--- src/hdl/ansf_pkg.sv ---
package ansf_pkg;

  localparam int PACKET_LEN_BITS = 20;

  typedef enum logic [2:0] {
    PH_PREFIX   = 3'd0,
    PH_HEADER   = 3'd1,
    PH_BODY     = 3'd2,
    PH_SEI_TYPE = 3'd3,
    PH_SEI_SIZE = 3'd4,
    PH_CAPTION  = 3'd5,
    PH_OTHER    = 3'd6,
    PH_SKIP     = 3'd7
  } phase_t;

  localparam logic [4:0] SEI_UNIT_TYPE = 5'd6;
  localparam logic [15:0] CAPTION_PAYLOAD = 16'd4;
  localparam logic [7:0] EXT_BYTE = 8'hFF;

  typedef struct packed {
    logic [7:0]  data_byte;
    logic [19:0] packet_bytes;
    logic        last_byte;
  } in_item_t;

  typedef struct packed {
    logic [7:0] byte_out;
    logic [2:0] byte_role;
    logic [4:0] unit_type;
    logic       payload_first;
    logic       payload_last;
    logic       size_error;
    logic       packet_end;
  } out_item_t;

  // queue entry: byte plus front-end classification
  typedef struct packed {
    logic [7:0] data_byte;
    logic       last_byte;
    logic       skip;       // no packet bytes left, byte is skipped outright
    logic       tail4;      // fewer than four bytes remain including this one
    logic [PACKET_LEN_BITS-1:0] rem_after;  // packet bytes left after this one
  } fq_entry_t;

endpackage

--- src/hdl/ansf_front.sv ---
module ansf_front (
  input  logic                clk,
  input  logic                rst_n,
  input  logic                in_valid,
  output logic                in_stall,
  input  ansf_pkg::in_item_t  in_data,
  output logic                q_valid,
  input  logic                q_stall,
  output ansf_pkg::fq_entry_t q_data
);
  import ansf_pkg::*;

  logic                       in_packet_r, in_packet_nxt;
  logic [PACKET_LEN_BITS-1:0] left_r, left_nxt;
  logic [PACKET_LEN_BITS-1:0] rem;
  logic                       acc;

  assign in_stall = q_stall;
  assign acc = in_valid && !in_stall;

  // packet byte counter, latched on the first byte of each packet
  always_comb begin
    rem = in_packet_r ? left_r : PACKET_LEN_BITS'(in_data.packet_bytes);
    left_nxt = (rem == '0) ? rem : rem - 1'b1;
    in_packet_nxt = !in_data.last_byte;
    q_valid = in_valid;
    q_data.data_byte = in_data.data_byte;
    q_data.last_byte = in_data.last_byte;
    q_data.skip = (rem == '0);
    q_data.tail4 = (rem < PACKET_LEN_BITS'(4));
    q_data.rem_after = left_nxt;
  end

  always_ff @(posedge clk) begin
    if (!rst_n) begin
      in_packet_r <= 1'b0;
      left_r <= '0;
    end else if (acc) begin
      in_packet_r <= in_packet_nxt;
      left_r <= left_nxt;
    end
  end
endmodule

--- src/hdl/ansf_queue.sv ---
module ansf_queue (
  input  logic                clk,
  input  logic                rst_n,
  input  logic                wr_valid,
  output logic                wr_stall,
  input  ansf_pkg::fq_entry_t wr_data,
  output logic                rd_valid,
  input  logic                rd_stall,
  output ansf_pkg::fq_entry_t rd_data
);
  import ansf_pkg::*;

  // two-entry queue
  fq_entry_t  mem_r [2];
  logic       wp_r, rp_r;
  logic [1:0] cnt_r;
  logic       wr, rd;

  assign wr_stall = (cnt_r == 2'd2);
  assign rd_valid = (cnt_r != 2'd0);
  assign rd_data = mem_r[rp_r];
  assign wr = wr_valid && !wr_stall;
  assign rd = rd_valid && !rd_stall;

  always_ff @(posedge clk) begin
    if (wr) mem_r[wp_r] <= wr_data;
  end

  always_ff @(posedge clk) begin
    if (!rst_n) begin
      wp_r <= 1'b0;
      rp_r <= 1'b0;
      cnt_r <= 2'd0;
    end else begin
      if (wr) wp_r <= !wp_r;
      if (rd) rp_r <= !rp_r;
      cnt_r <= cnt_r + {1'b0, wr} - {1'b0, rd};
    end
  end
endmodule

--- src/hdl/ansf_back.sv ---
module ansf_back (
  input  logic                clk,
  input  logic                rst_n,
  input  logic                q_valid,
  output logic                q_stall,
  input  ansf_pkg::fq_entry_t q_data,
  output logic                out_valid,
  input  logic                out_stall,
  output ansf_pkg::out_item_t out_data
);
  import ansf_pkg::*;

  phase_t      phase_r, phase_nxt;
  logic [31:0] shift_r, shift_nxt;
  logic [1:0]  pcnt_r, pcnt_nxt;
  logic [31:0] ubl_r, ubl_nxt;
  logic [4:0]  ctype_r, ctype_nxt;
  logic [15:0] tsum_r, tsum_nxt;
  logic [31:0] ssum_r, ssum_nxt;
  logic        fpend_r, fpend_nxt;
  logic        inpkt_r, inpkt_nxt;
  logic        ov_r;
  out_item_t   od_r, od_nxt;
  logic        acc;
  phase_t      ph;
  logic [7:0]  b;
  logic [16:0] tadd;
  logic [32:0] sadd;
  logic [31:0] ubl_dec;
  logic        ubl_zero;

  assign q_stall = ov_r && out_stall;
  assign acc = q_valid && !q_stall;
  assign out_valid = ov_r;
  assign out_data = od_r;

  // parsing state update for one byte
  always_comb begin
    b = q_data.data_byte;
    phase_nxt = phase_r;
    shift_nxt = shift_r;
    pcnt_nxt = pcnt_r;
    ubl_nxt = ubl_r;
    ctype_nxt = ctype_r;
    tsum_nxt = tsum_r;
    ssum_nxt = ssum_r;
    fpend_nxt = fpend_r;
    ph = phase_r;
    if (!inpkt_r) begin
      ph = PH_PREFIX;
      shift_nxt = '0;
      pcnt_nxt = '0;
      fpend_nxt = 1'b0;
    end
    ubl_dec = (ubl_r == '0) ? ubl_r : ubl_r - 1'b1;
    ubl_zero = (ubl_dec == '0);
    tadd = {1'b0, tsum_r} + {9'd0, b};
    sadd = {1'b0, ssum_r} + {25'd0, b};
    od_nxt.byte_out = b;
    od_nxt.byte_role = PH_SKIP;
    od_nxt.unit_type = '0;
    od_nxt.payload_first = 1'b0;
    od_nxt.payload_last = 1'b0;
    od_nxt.size_error = 1'b0;
    od_nxt.packet_end = q_data.last_byte;
    phase_nxt = ph;
    if (q_data.skip) begin
      phase_nxt = PH_SKIP;
    end else begin
      unique case (ph)
        PH_PREFIX: begin
          if (pcnt_nxt == 2'd0 && q_data.tail4) begin
            phase_nxt = PH_SKIP;
          end else begin
            od_nxt.byte_role = PH_PREFIX;
            shift_nxt = {shift_nxt[23:0], b};
            if (pcnt_nxt == 2'd3) begin
              pcnt_nxt = 2'd0;
              if (shift_nxt == '0 ||
                  shift_nxt > {{(32-PACKET_LEN_BITS){1'b0}}, q_data.rem_after}) begin
                od_nxt.size_error = 1'b1;
                phase_nxt = PH_SKIP;
              end else begin
                ubl_nxt = shift_nxt;
                phase_nxt = PH_HEADER;
              end
            end else begin
              pcnt_nxt = pcnt_nxt + 2'd1;
            end
          end
        end
        PH_HEADER: begin
          od_nxt.byte_role = PH_HEADER;
          ctype_nxt = b[4:0];
          od_nxt.unit_type = b[4:0];
          ubl_nxt = ubl_dec;
          if (ubl_zero) phase_nxt = PH_PREFIX;
          else if (b[4:0] == SEI_UNIT_TYPE) begin
            tsum_nxt = '0;
            phase_nxt = PH_SEI_TYPE;
          end else phase_nxt = PH_BODY;
        end
        PH_BODY: begin
          od_nxt.byte_role = PH_BODY;
          od_nxt.unit_type = ctype_r;
          ubl_nxt = ubl_dec;
          if (ubl_zero) phase_nxt = PH_PREFIX;
        end
        PH_SEI_TYPE: begin
          od_nxt.byte_role = PH_SEI_TYPE;
          od_nxt.unit_type = ctype_r;
          ubl_nxt = ubl_dec;
          tsum_nxt = tadd[16] ? 16'hFFFF : tadd[15:0];
          if (b != EXT_BYTE) begin
            ssum_nxt = '0;
            phase_nxt = PH_SEI_SIZE;
          end
          if (ubl_zero) phase_nxt = PH_PREFIX;
        end
        PH_SEI_SIZE: begin
          od_nxt.byte_role = PH_SEI_SIZE;
          od_nxt.unit_type = ctype_r;
          ubl_nxt = ubl_dec;
          ssum_nxt = sadd[32] ? 32'hFFFF_FFFF : sadd[31:0];
          if (ubl_zero) phase_nxt = PH_PREFIX;
          else if (b != EXT_BYTE) begin
            if (ssum_nxt == '0) begin
              tsum_nxt = '0;
              phase_nxt = PH_SEI_TYPE;
            end else if (tsum_r == CAPTION_PAYLOAD && ssum_nxt <= ubl_dec) begin
              fpend_nxt = 1'b1;
              phase_nxt = PH_CAPTION;
            end else phase_nxt = PH_OTHER;
          end
        end
        PH_CAPTION, PH_OTHER: begin
          od_nxt.byte_role = ph;
          od_nxt.unit_type = ctype_r;
          ubl_nxt = ubl_dec;
          if (ssum_r != '0) ssum_nxt = ssum_r - 1'b1;
          if (ph == PH_CAPTION) begin
            od_nxt.payload_first = fpend_nxt;
            fpend_nxt = 1'b0;
            od_nxt.payload_last = (ssum_nxt == '0);
          end
          if (ubl_zero) phase_nxt = PH_PREFIX;
          else if (ssum_nxt == '0) begin
            tsum_nxt = '0;
            phase_nxt = PH_SEI_TYPE;
          end
        end
        default: phase_nxt = PH_SKIP;
      endcase
    end
    inpkt_nxt = !q_data.last_byte;
  end

  // output register
  always_ff @(posedge clk) begin
    if (acc) od_r <= od_nxt;
  end

  // parser state
  always_ff @(posedge clk) begin
    if (!rst_n) begin
      phase_r <= PH_PREFIX;
      shift_r <= '0;
      pcnt_r <= '0;
      ubl_r <= '0;
      ctype_r <= '0;
      tsum_r <= '0;
      ssum_r <= '0;
      fpend_r <= 1'b0;
      inpkt_r <= 1'b0;
      ov_r <= 1'b0;
    end else begin
      if (acc) begin
        phase_r <= phase_nxt;
        shift_r <= shift_nxt;
        pcnt_r <= pcnt_nxt;
        ubl_r <= ubl_nxt;
        ctype_r <= ctype_nxt;
        tsum_r <= tsum_nxt;
        ssum_r <= ssum_nxt;
        fpend_r <= fpend_nxt;
        inpkt_r <= inpkt_nxt;
        ov_r <= 1'b1;
      end else if (!out_stall) begin
        ov_r <= 1'b0;
      end
    end
  end
endmodule

--- src/hdl/avcc_nal_sei_framer_unit.sv ---
// channel | ports                        | payload
// input   | in_valid, in_stall, in_data   | ansf_pkg::in_item_t
// output  | out_valid, out_stall, out_data| ansf_pkg::out_item_t
//
// one byte per cycle sustained while out_stall stays low; each byte passes through
// the front byte counter, the two-entry queue and the back parser with output register
// reset is synchronous, active low, and leaves the parser awaiting a packet
// an output stall fills the queue, after which in_stall rises
module avcc_nal_sei_framer_unit (
  input  logic                clk,
  input  logic                rst_n,
  input  logic                in_valid,
  output logic                in_stall,
  input  ansf_pkg::in_item_t  in_data,
  output logic                out_valid,
  input  logic                out_stall,
  output ansf_pkg::out_item_t out_data
);
  import ansf_pkg::*;

  logic      fw_valid, fw_stall, qr_valid, qr_stall;
  fq_entry_t fw_data, qr_data;

  ansf_front u_front (
    .clk, .rst_n, .in_valid, .in_stall, .in_data,
    .q_valid(fw_valid), .q_stall(fw_stall), .q_data(fw_data)
  );

  ansf_queue u_queue (
    .clk, .rst_n,
    .wr_valid(fw_valid), .wr_stall(fw_stall), .wr_data(fw_data),
    .rd_valid(qr_valid), .rd_stall(qr_stall), .rd_data(qr_data)
  );

  ansf_back u_back (
    .clk, .rst_n,
    .q_valid(qr_valid), .q_stall(qr_stall), .q_data(qr_data),
    .out_valid, .out_stall, .out_data
  );
endmodule

--- config.mk ---
export PLATFORM = sky130hd
export DESIGN_NAME = avcc_nal_sei_framer_unit
export DESIGN_NICKNAME = d
export VERILOG_FILES = /design/src/hdl/ansf_pkg.sv /design/src/hdl/ansf_front.sv /design/src/hdl/ansf_queue.sv /design/src/hdl/ansf_back.sv /design/src/hdl/avcc_nal_sei_framer_unit.sv
export SDC_FILE = /design/constraint.sdc
export NUM_CORES = 1
export LEC_CHECK = 0
export BUFFER_PORTS_ARGS = -buffer_cell sky130_fd_sc_hd__buf_2
export CAP_MARGIN = 10
export CELL_PAD_IN_SITES_DETAIL_PLACEMENT = 0
export CELL_PAD_IN_SITES_GLOBAL_PLACEMENT = 1
export CORE_ASPECT_RATIO = 0.75
export CORE_MARGIN = 2
export CORE_UTILIZATION = 45
export CTS_BUF_LIST = sky130_fd_sc_hd__clkbuf_2 sky130_fd_sc_hd__clkbuf_4 sky130_fd_sc_hd__clkbuf_8
export CTS_CLUSTER_DIAMETER = 50
export DETAILED_ROUTE_END_ITERATION = 10
export GPL_ROUTABILITY_DRIVEN = 0
export PLACE_DENSITY = 0.75
export SYNTH_ARGS = -nofsm -noshare
export SYNTH_HDL_FRONTEND = slang
export SYNTH_HIERARCHICAL = 1
export SYNTH_SLANG_ARGS = --single-unit
--- constraint.sdc ---
create_clock -name clk -period 7 [get_ports clk]
set_input_delay 0.35 -clock clk [delete_from_list [all_inputs] [get_ports clk]]
set_output_delay 0.35 -clock clk [all_outputs]
set_load 0.02 [all_outputs]
# Yosys cells after proc, flatten, opt, wreduce, memory -nomap -nowiden
# Memories as Yosys holds them, arrays and structs flattened. A register that Yosys moved wholly into a read port is not among the register bits.
# Index checks and enable logic that the tools add are counted.
[totals] mem_bits_rw=62 register_bits=170 elab_cells=162 output_inout_bits=22 n_memories=1 inputBits=33
[mem_list] name="u_queue.mem_r" depth=2 word_bits=31 read_ports=1 rd_clocked_by_memory_dff=1 write_ports=1 line_no="ansf_queue.sv:14" source="fq_entry_t mem_r [2];"
[classes] n_eq_ne=23 bitwise_logic=5 add_sub_neg=8 order_cmp=3 muxes=66 reduce_logical=34
[ops] cell="2-to-1 mux 32 bit" count=13
[ops] cell="logical NOT 32 bit" count=5
[ops] cell="2-to-1 mux 16 bit" count=8
[ops] cell="one-hot mux 32 bit (3 select lines)" count=1
[ops] cell="one-hot mux 16 bit (4 select lines)" count=1
[ops] cell="one-hot mux 32 bit (2 select lines)" count=1
[ops] cell="subtractor 32 x 1 -> 32 bit, second input constant" count=2
[ops] cell="2-to-1 mux 3 bit" count=14
[ops] cell="2-to-1 mux 20 bit" count=2
[ops] cell="one-hot mux 3 bit (6 select lines)" count=2
[ops] cell="adder 32 x 8 -> 33 bit" count=1
[ops] cell="greater-than comparator 32 x 20 -> 1 bit" count=1
[ops] cell="less-or-equal comparator 32 bit" count=1
[ops] cell="nonzero test 32 bit" count=1
[ops] cell="logical NOT 20 bit" count=1
[ops] cell="< comparator 20 x 3 -> 1 bit, second input constant" count=1
[ops] cell="subtractor 20 x 1 -> 20 bit, second input constant" count=1
[ops] cell="adder 16 x 8 -> 17 bit" count=1
[ops] cell="equality test 16 x 3 -> 1 bit, second input constant" count=1
[ops] cell="2-to-1 mux 1 bit" count=15
[ops] cell="2-to-1 mux 2 bit" count=7
[ops] cell="inequality test 2 x 1 -> 1 bit, second input constant" count=7
[ops] cell="inequality test 2 bit, second input constant" count=5
[ops] cell="one-hot mux 5 bit (2 select lines)" count=1
[ops] cell="28 further kinds" count=46

# Logic depth before layout (Yosys ltp)
[depth] word_depth=10 ltp_mapped=22 mapped_depth_nobuf=20

# Hierarchy
# Netlist, hierarchy kept.
[modules_own_cells] module="ansf_back" cells_per_inst=1530 area_each_um2=11589.9 instances=1 seq_area_each_um2=2942.8
[modules_own_cells] module="ansf_queue" cells_per_inst=122 area_each_um2=2488.6 instances=1 seq_area_each_um2=1961.9
[modules_own_cells] module="ansf_front" cells_per_inst=287 area_each_um2=2274.7 instances=1 seq_area_each_um2=420.4

# Least setup slack after synthesis
# OpenSTA, ideal clock, no wires.
[synth_path] path_kind="register to register" from="register with a tool-made name" to="register u_back.fpend_r" required_time_ns=6.930 setup_slack_ns=2.037 stages_incl_launch_ff=21 n_path_buf=1 arrival_time_ns=4.893 period_less_slack_ns=4.963 cell_sequence="dfxtp_1 buf_4 mux2_2 ha_1 o211ai_1 a211o_1 nor4b_1 nor4b_1 or2_2 inv_1 ha_1 a21o_1 a21o_1 a21oi_1 o21ai_0 a2111oi_0 nor2_1 nor2_1 o31ai_1 or4_1 a21oi_1"
[synth_lines] element="to (signal assigned)" line_no="ansf_back.sv:185" source="fpend_r <= fpend_nxt;"
[synth_lines] element="to (decl)" line_no="ansf_back.sv:20" source="logic fpend_r, fpend_nxt;"

==> summary.log <==
INFO  outcome        run_status=finished, final reports clean
INFO  power_and_ir_drop sequentialPowerShare=0.268
INFO  floorplan      starting_density_of_the_core=0.457
INFO  finish         final-instance-count-excl-fill=2425
INFO  sta            finalSetupTns=0ps
INFO  synth          synth-seq-area-share=0.326
INFO  setup_path     critical-path-top-cell-by-count=nor2_1
INFO  synth          ys.flop_type=dfxtp_1
INFO  setup_path     worstPathRequired=7520ps
INFO  detailed_routing drc_errors=0
INFO  floorplan      chipHeight=169um
INFO  detailed_routing wl_cell=22.0um
INFO  detailed_routing drt_first_iter_violations=1762
INFO  synth          yosysTopAreaCell=dfxtp_1
INFO  setup_path     timing.critical_path.cells=mux2_2 > ha_1 > fa_1 > a211oi_1 > o211ai_1 > buf_4 > nand3_1 > o21ai_0 > ha_1 > nand4_1 > nor2_1 > nand2_1 > or4_1 > mux2i_1 > nor2_1 > nor2_1 > o31ai_1 > or4_1 > a21oi_1
INFO  synth          yosysWarnings=6
INFO  sta            timing_hold_violations_final=0
INFO  placement      detailedPlacementHpwl=38500um
INFO  power_and_ir_drop static-leakage-power=6.94nW
INFO  cts            clock_edge_transition_at_the_registers_on_the_reported_setup_and_hold_paths=60ps
INFO  floorplan      dieWidth=224um
INFO  setup_path     cpMaxStageDelayCell=nand3_1
INFO  finish         layout-area-overhead-vs-synth=8.51%
INFO  synth          post_synth_num_cell_types=105
INFO  setup_path     critical_path_cell_count=19
INFO  detailed_routing via_count=15300
INFO  cts            ctsRootBufferMaster=clkbuf_8
INFO  worst_hold_path min_delay_path_depth=3
INFO  power_and_ir_drop part_of_the_power_in_the_clock_network=0.219
INFO  flow_run       drv.max_cap_violation_count=0
INFO  setup_path     crit_path_max_incr_delay=660ps
INFO  power_and_ir_drop ir_drop=207uV
INFO  synth          synth-seq-cells=225
INFO  synth          netlist_area=16400um2
INFO  global_route   antenna_found_initial=0
INFO  sta            clock-skew-final=38.4ps
INFO  cts            post_cts.resized_instances=0
INFO  power_and_ir_drop netSwitchingPower=3.05mW
INFO  setup_path     worst-endpoint-arrival=6530ps
INFO  synth          number_of_enable_flip_flop_cells_after_synthesis=82
INFO  global_route   grt-ovfl-total=0
INFO  setup_path     critPathKind=reg -> reg
INFO  power_and_ir_drop power.switching_fraction=0.464
INFO  detailed_routing viasPerCell=6.31
INFO  sta            layout_worst_path_cycle_share=0.858
INFO  synth          netlist_instances=1939
INFO  power_and_ir_drop comb_power_share=0.513
INFO  sta            finalCriticalPeriod=6010ps
INFO  detailed_routing wl=53300um
INFO  sta            final.hold.worst_slack=160ps
INFO  sta            timing.fmax=0.166GHz
INFO  sta            timing.max_slew.rel_slack=0.294
INFO  global_route   maximum_number_of_pins_on_one_net_before_global_route_repair=75
INFO  setup_path     cell_family_with_the_largest_share_of_critical_path_delay=simple AND/OR/NAND/NOR gates
INFO  floorplan      row_count=60
INFO  finish         nNetsFinal=2037
INFO  sta            setup_repair_after_global_routing_missed_its_margin=false
INFO  setup_path     timing.critical_path.from_type=flip-flop
INFO  cts            worstSkewPairLatency=600ps
INFO  global_route   first_global_vias=14200
INFO  cts            cts-root-to-sink-buffers=3
INFO  floorplan      core=35800um2
INFO  cts            tritoncts_clock_tree=built
INFO  power_and_ir_drop p_int=3.52mW
INFO  setup_path     cp_num_buf_inv=1
INFO  finish         fill_cells=3436
INFO  synth          synth.net_count=2050
INFO  synth          synth.top_cells.by_area=dfxtp_1 (18%), edfxtp_1 (15%), ha_1 (5.8%)
INFO  power_and_ir_drop power.density_cell_area=370nW/um2
INFO  finish         num_antenna_cells=0
INFO  cts            post-cts-setup-buffers=0
INFO  detailed_routing ant_nets=0
INFO  finish         post-route-cell-area=17700um2
INFO  cts            cts_inserted_buffers=43
INFO  setup_path     worstRegToRegCells=19
INFO  placement      io_buffers=54
INFO  finish         final_layout_size_suffix_gt1_frac=0.134
INFO  finish         most-common-layout-cells=nor2_1 (176), nand2_1 (169), dfxtp_1 (142), a21oi_1 (107), o21ai_0 (103)
INFO  synth          asyncSetResetFlopFracSynth=0
INFO  placement      placed_cells=2337
INFO  sta            tightestPinTransition=1030ps
INFO  sta            final_max_slew_viol_count=0
INFO  global_route   grt_pass1_wl=82800um
INFO  cts            clock-sinks=225
INFO  floorplan      io_pins=55
INFO  setup_path     critical_path.max_fanout=24
INFO  global_route   grt_use_total=0.279
INFO  floorplan      die_area=37900um2
INFO  cts            htree_num_levels=2
INFO  sta            finish_stage_setup_viols=0
INFO  worst_hold_path timing.hold.worst.class=in -> reg
INFO  synth          average_instance_area_after_synthesis=8.43um2
INFO  synth          synth.top_cell.area_share=0.175
INFO  setup_path     critical_path.endpoint_type=flip-flop
INFO  detailed_routing count_of_tritonroute_iterations_in_the_first_routing_pass=6
INFO  finish         final_common_cell=nor2_1
INFO  placement      placement.cell_area=16700um2
INFO  power_and_ir_drop totalPowerFinal=6.57mW
Yosys cell counts, drive strengths merged, types with 51 or more instances:
library cell  count
a21oi           108
clkbuf           97
dfxtp           143
edfxtp           82
ha               76
inv              57
mux2i            60
nand2           169
nand3            57
nor2            179
nor2b            51
nor3             75
o21ai           107
cell families after synthesis:
kind of cell    count (synthesis)  share of synthesized area
buf+inv                       201                     0.0546
compound gates                464                      0.198
fa+ha+maj                      78                     0.0606
simple gates                  796                      0.257
xor+xnor                       78                     0.0418
flops                         225                      0.326
mux                            97                     0.0627
power groups by stage:
stage	sequential [mW]	clock, mW	combinational, mW
floorplan	1.73	0	2.37
global placement	1.78	0	3.26
detailed placement	1.77	0	3.26
CTS	1.75	1.47	3.29
global route	1.78	1.52	3.67
finish	1.76	1.43	3.37
area by class of cell:
cell class	count	area (um2)	share of cell area
well taps	465	582	0.0328
clock buffers	48	648	0.0365
clock inverters	31	284	0.0160
repair buffers	85	528	0.0298
flip-flops and latches	225	5330	0.300
inverters	58	218	0.0123
multi-input cells	1513	10200	0.572
sequential cells by signal, summed over array words and instances, names as in the netlist, 2 cells and up, named ones only:
signal	cells
u_back/ubl_r	32
u_queue/mem_r	62
u_front/left_r	20
u_back/shift_r	24
u_back/ssum_r	32
u_back/tsum_r	16
u_back/out_data	20
u_back/phase_r	3
u_queue/cnt_r	2
u_back/ctype_r	5
u_back/pcnt_r	2
metrics by stage:
| stage | util | worst slack [ps] |
|---|---|---|
| final | 0.496 | 992 |
| after global routing | 0.496 | 546 |
| after CTS | 0.496 | 1090 |
| after detailed placement | 0.467 | 1070 |
| after global placement | 0.467 | 1250 |
| after floorplan | - | 2040 |
path summary, 6_finish.rpt:
kind	start	to	slack [ps]
max	flip-flop	u_back/fpend_r$_SDFFE_PN0P_	990
min	in_valid	u_queue/wp_r$_SDFFE_PN0N_	160
max reg2reg	flip-flop	u_back/fpend_r$_SDFFE_PN0P_	990
min reg2reg	u_queue/rp_r$_SDFFE_PN0P_	u_queue/rp_r$_SDFFE_PN0P_	480
layer usage:
| metal | part of all wire | up-vias | track usage |
|---|---|---|---|
| met5 | 0.0011 | - | 0.0116 |
| met4 | 0.014 | 2 | 0.0571 |
| met3 | 0.11 | 66 | 0.0925 |
| met2 | 0.38 | 669 | 0.370 |
| met1 | 0.49 | 7340 | 0.428 |
| li1 | - | 7218 | - |
worst register-to-register path: stages, from the launching register on:
cell	delay, ps
dfxtp_1	570
mux2_2	500
ha_1	280
fa_1	440
a211oi_1	320
o211ai_1	140
buf_4	210
nand3_1	660
o21ai_0	350
ha_1	400
nand4_1	70
nor2_1	170
nand2_1	100
or4_1	520
mux2i_1	250
nor2_1	80
nor2_1	140
o31ai_1	130
or4_1	490
a21oi_1	150
what timing repair did:
action                     in CTS  in global routing
setup endpoints to repair       0                  0
hold buffers                    9                  0
hold endpoints to repair       19                  0
Power figures use the tool's default switching activity.
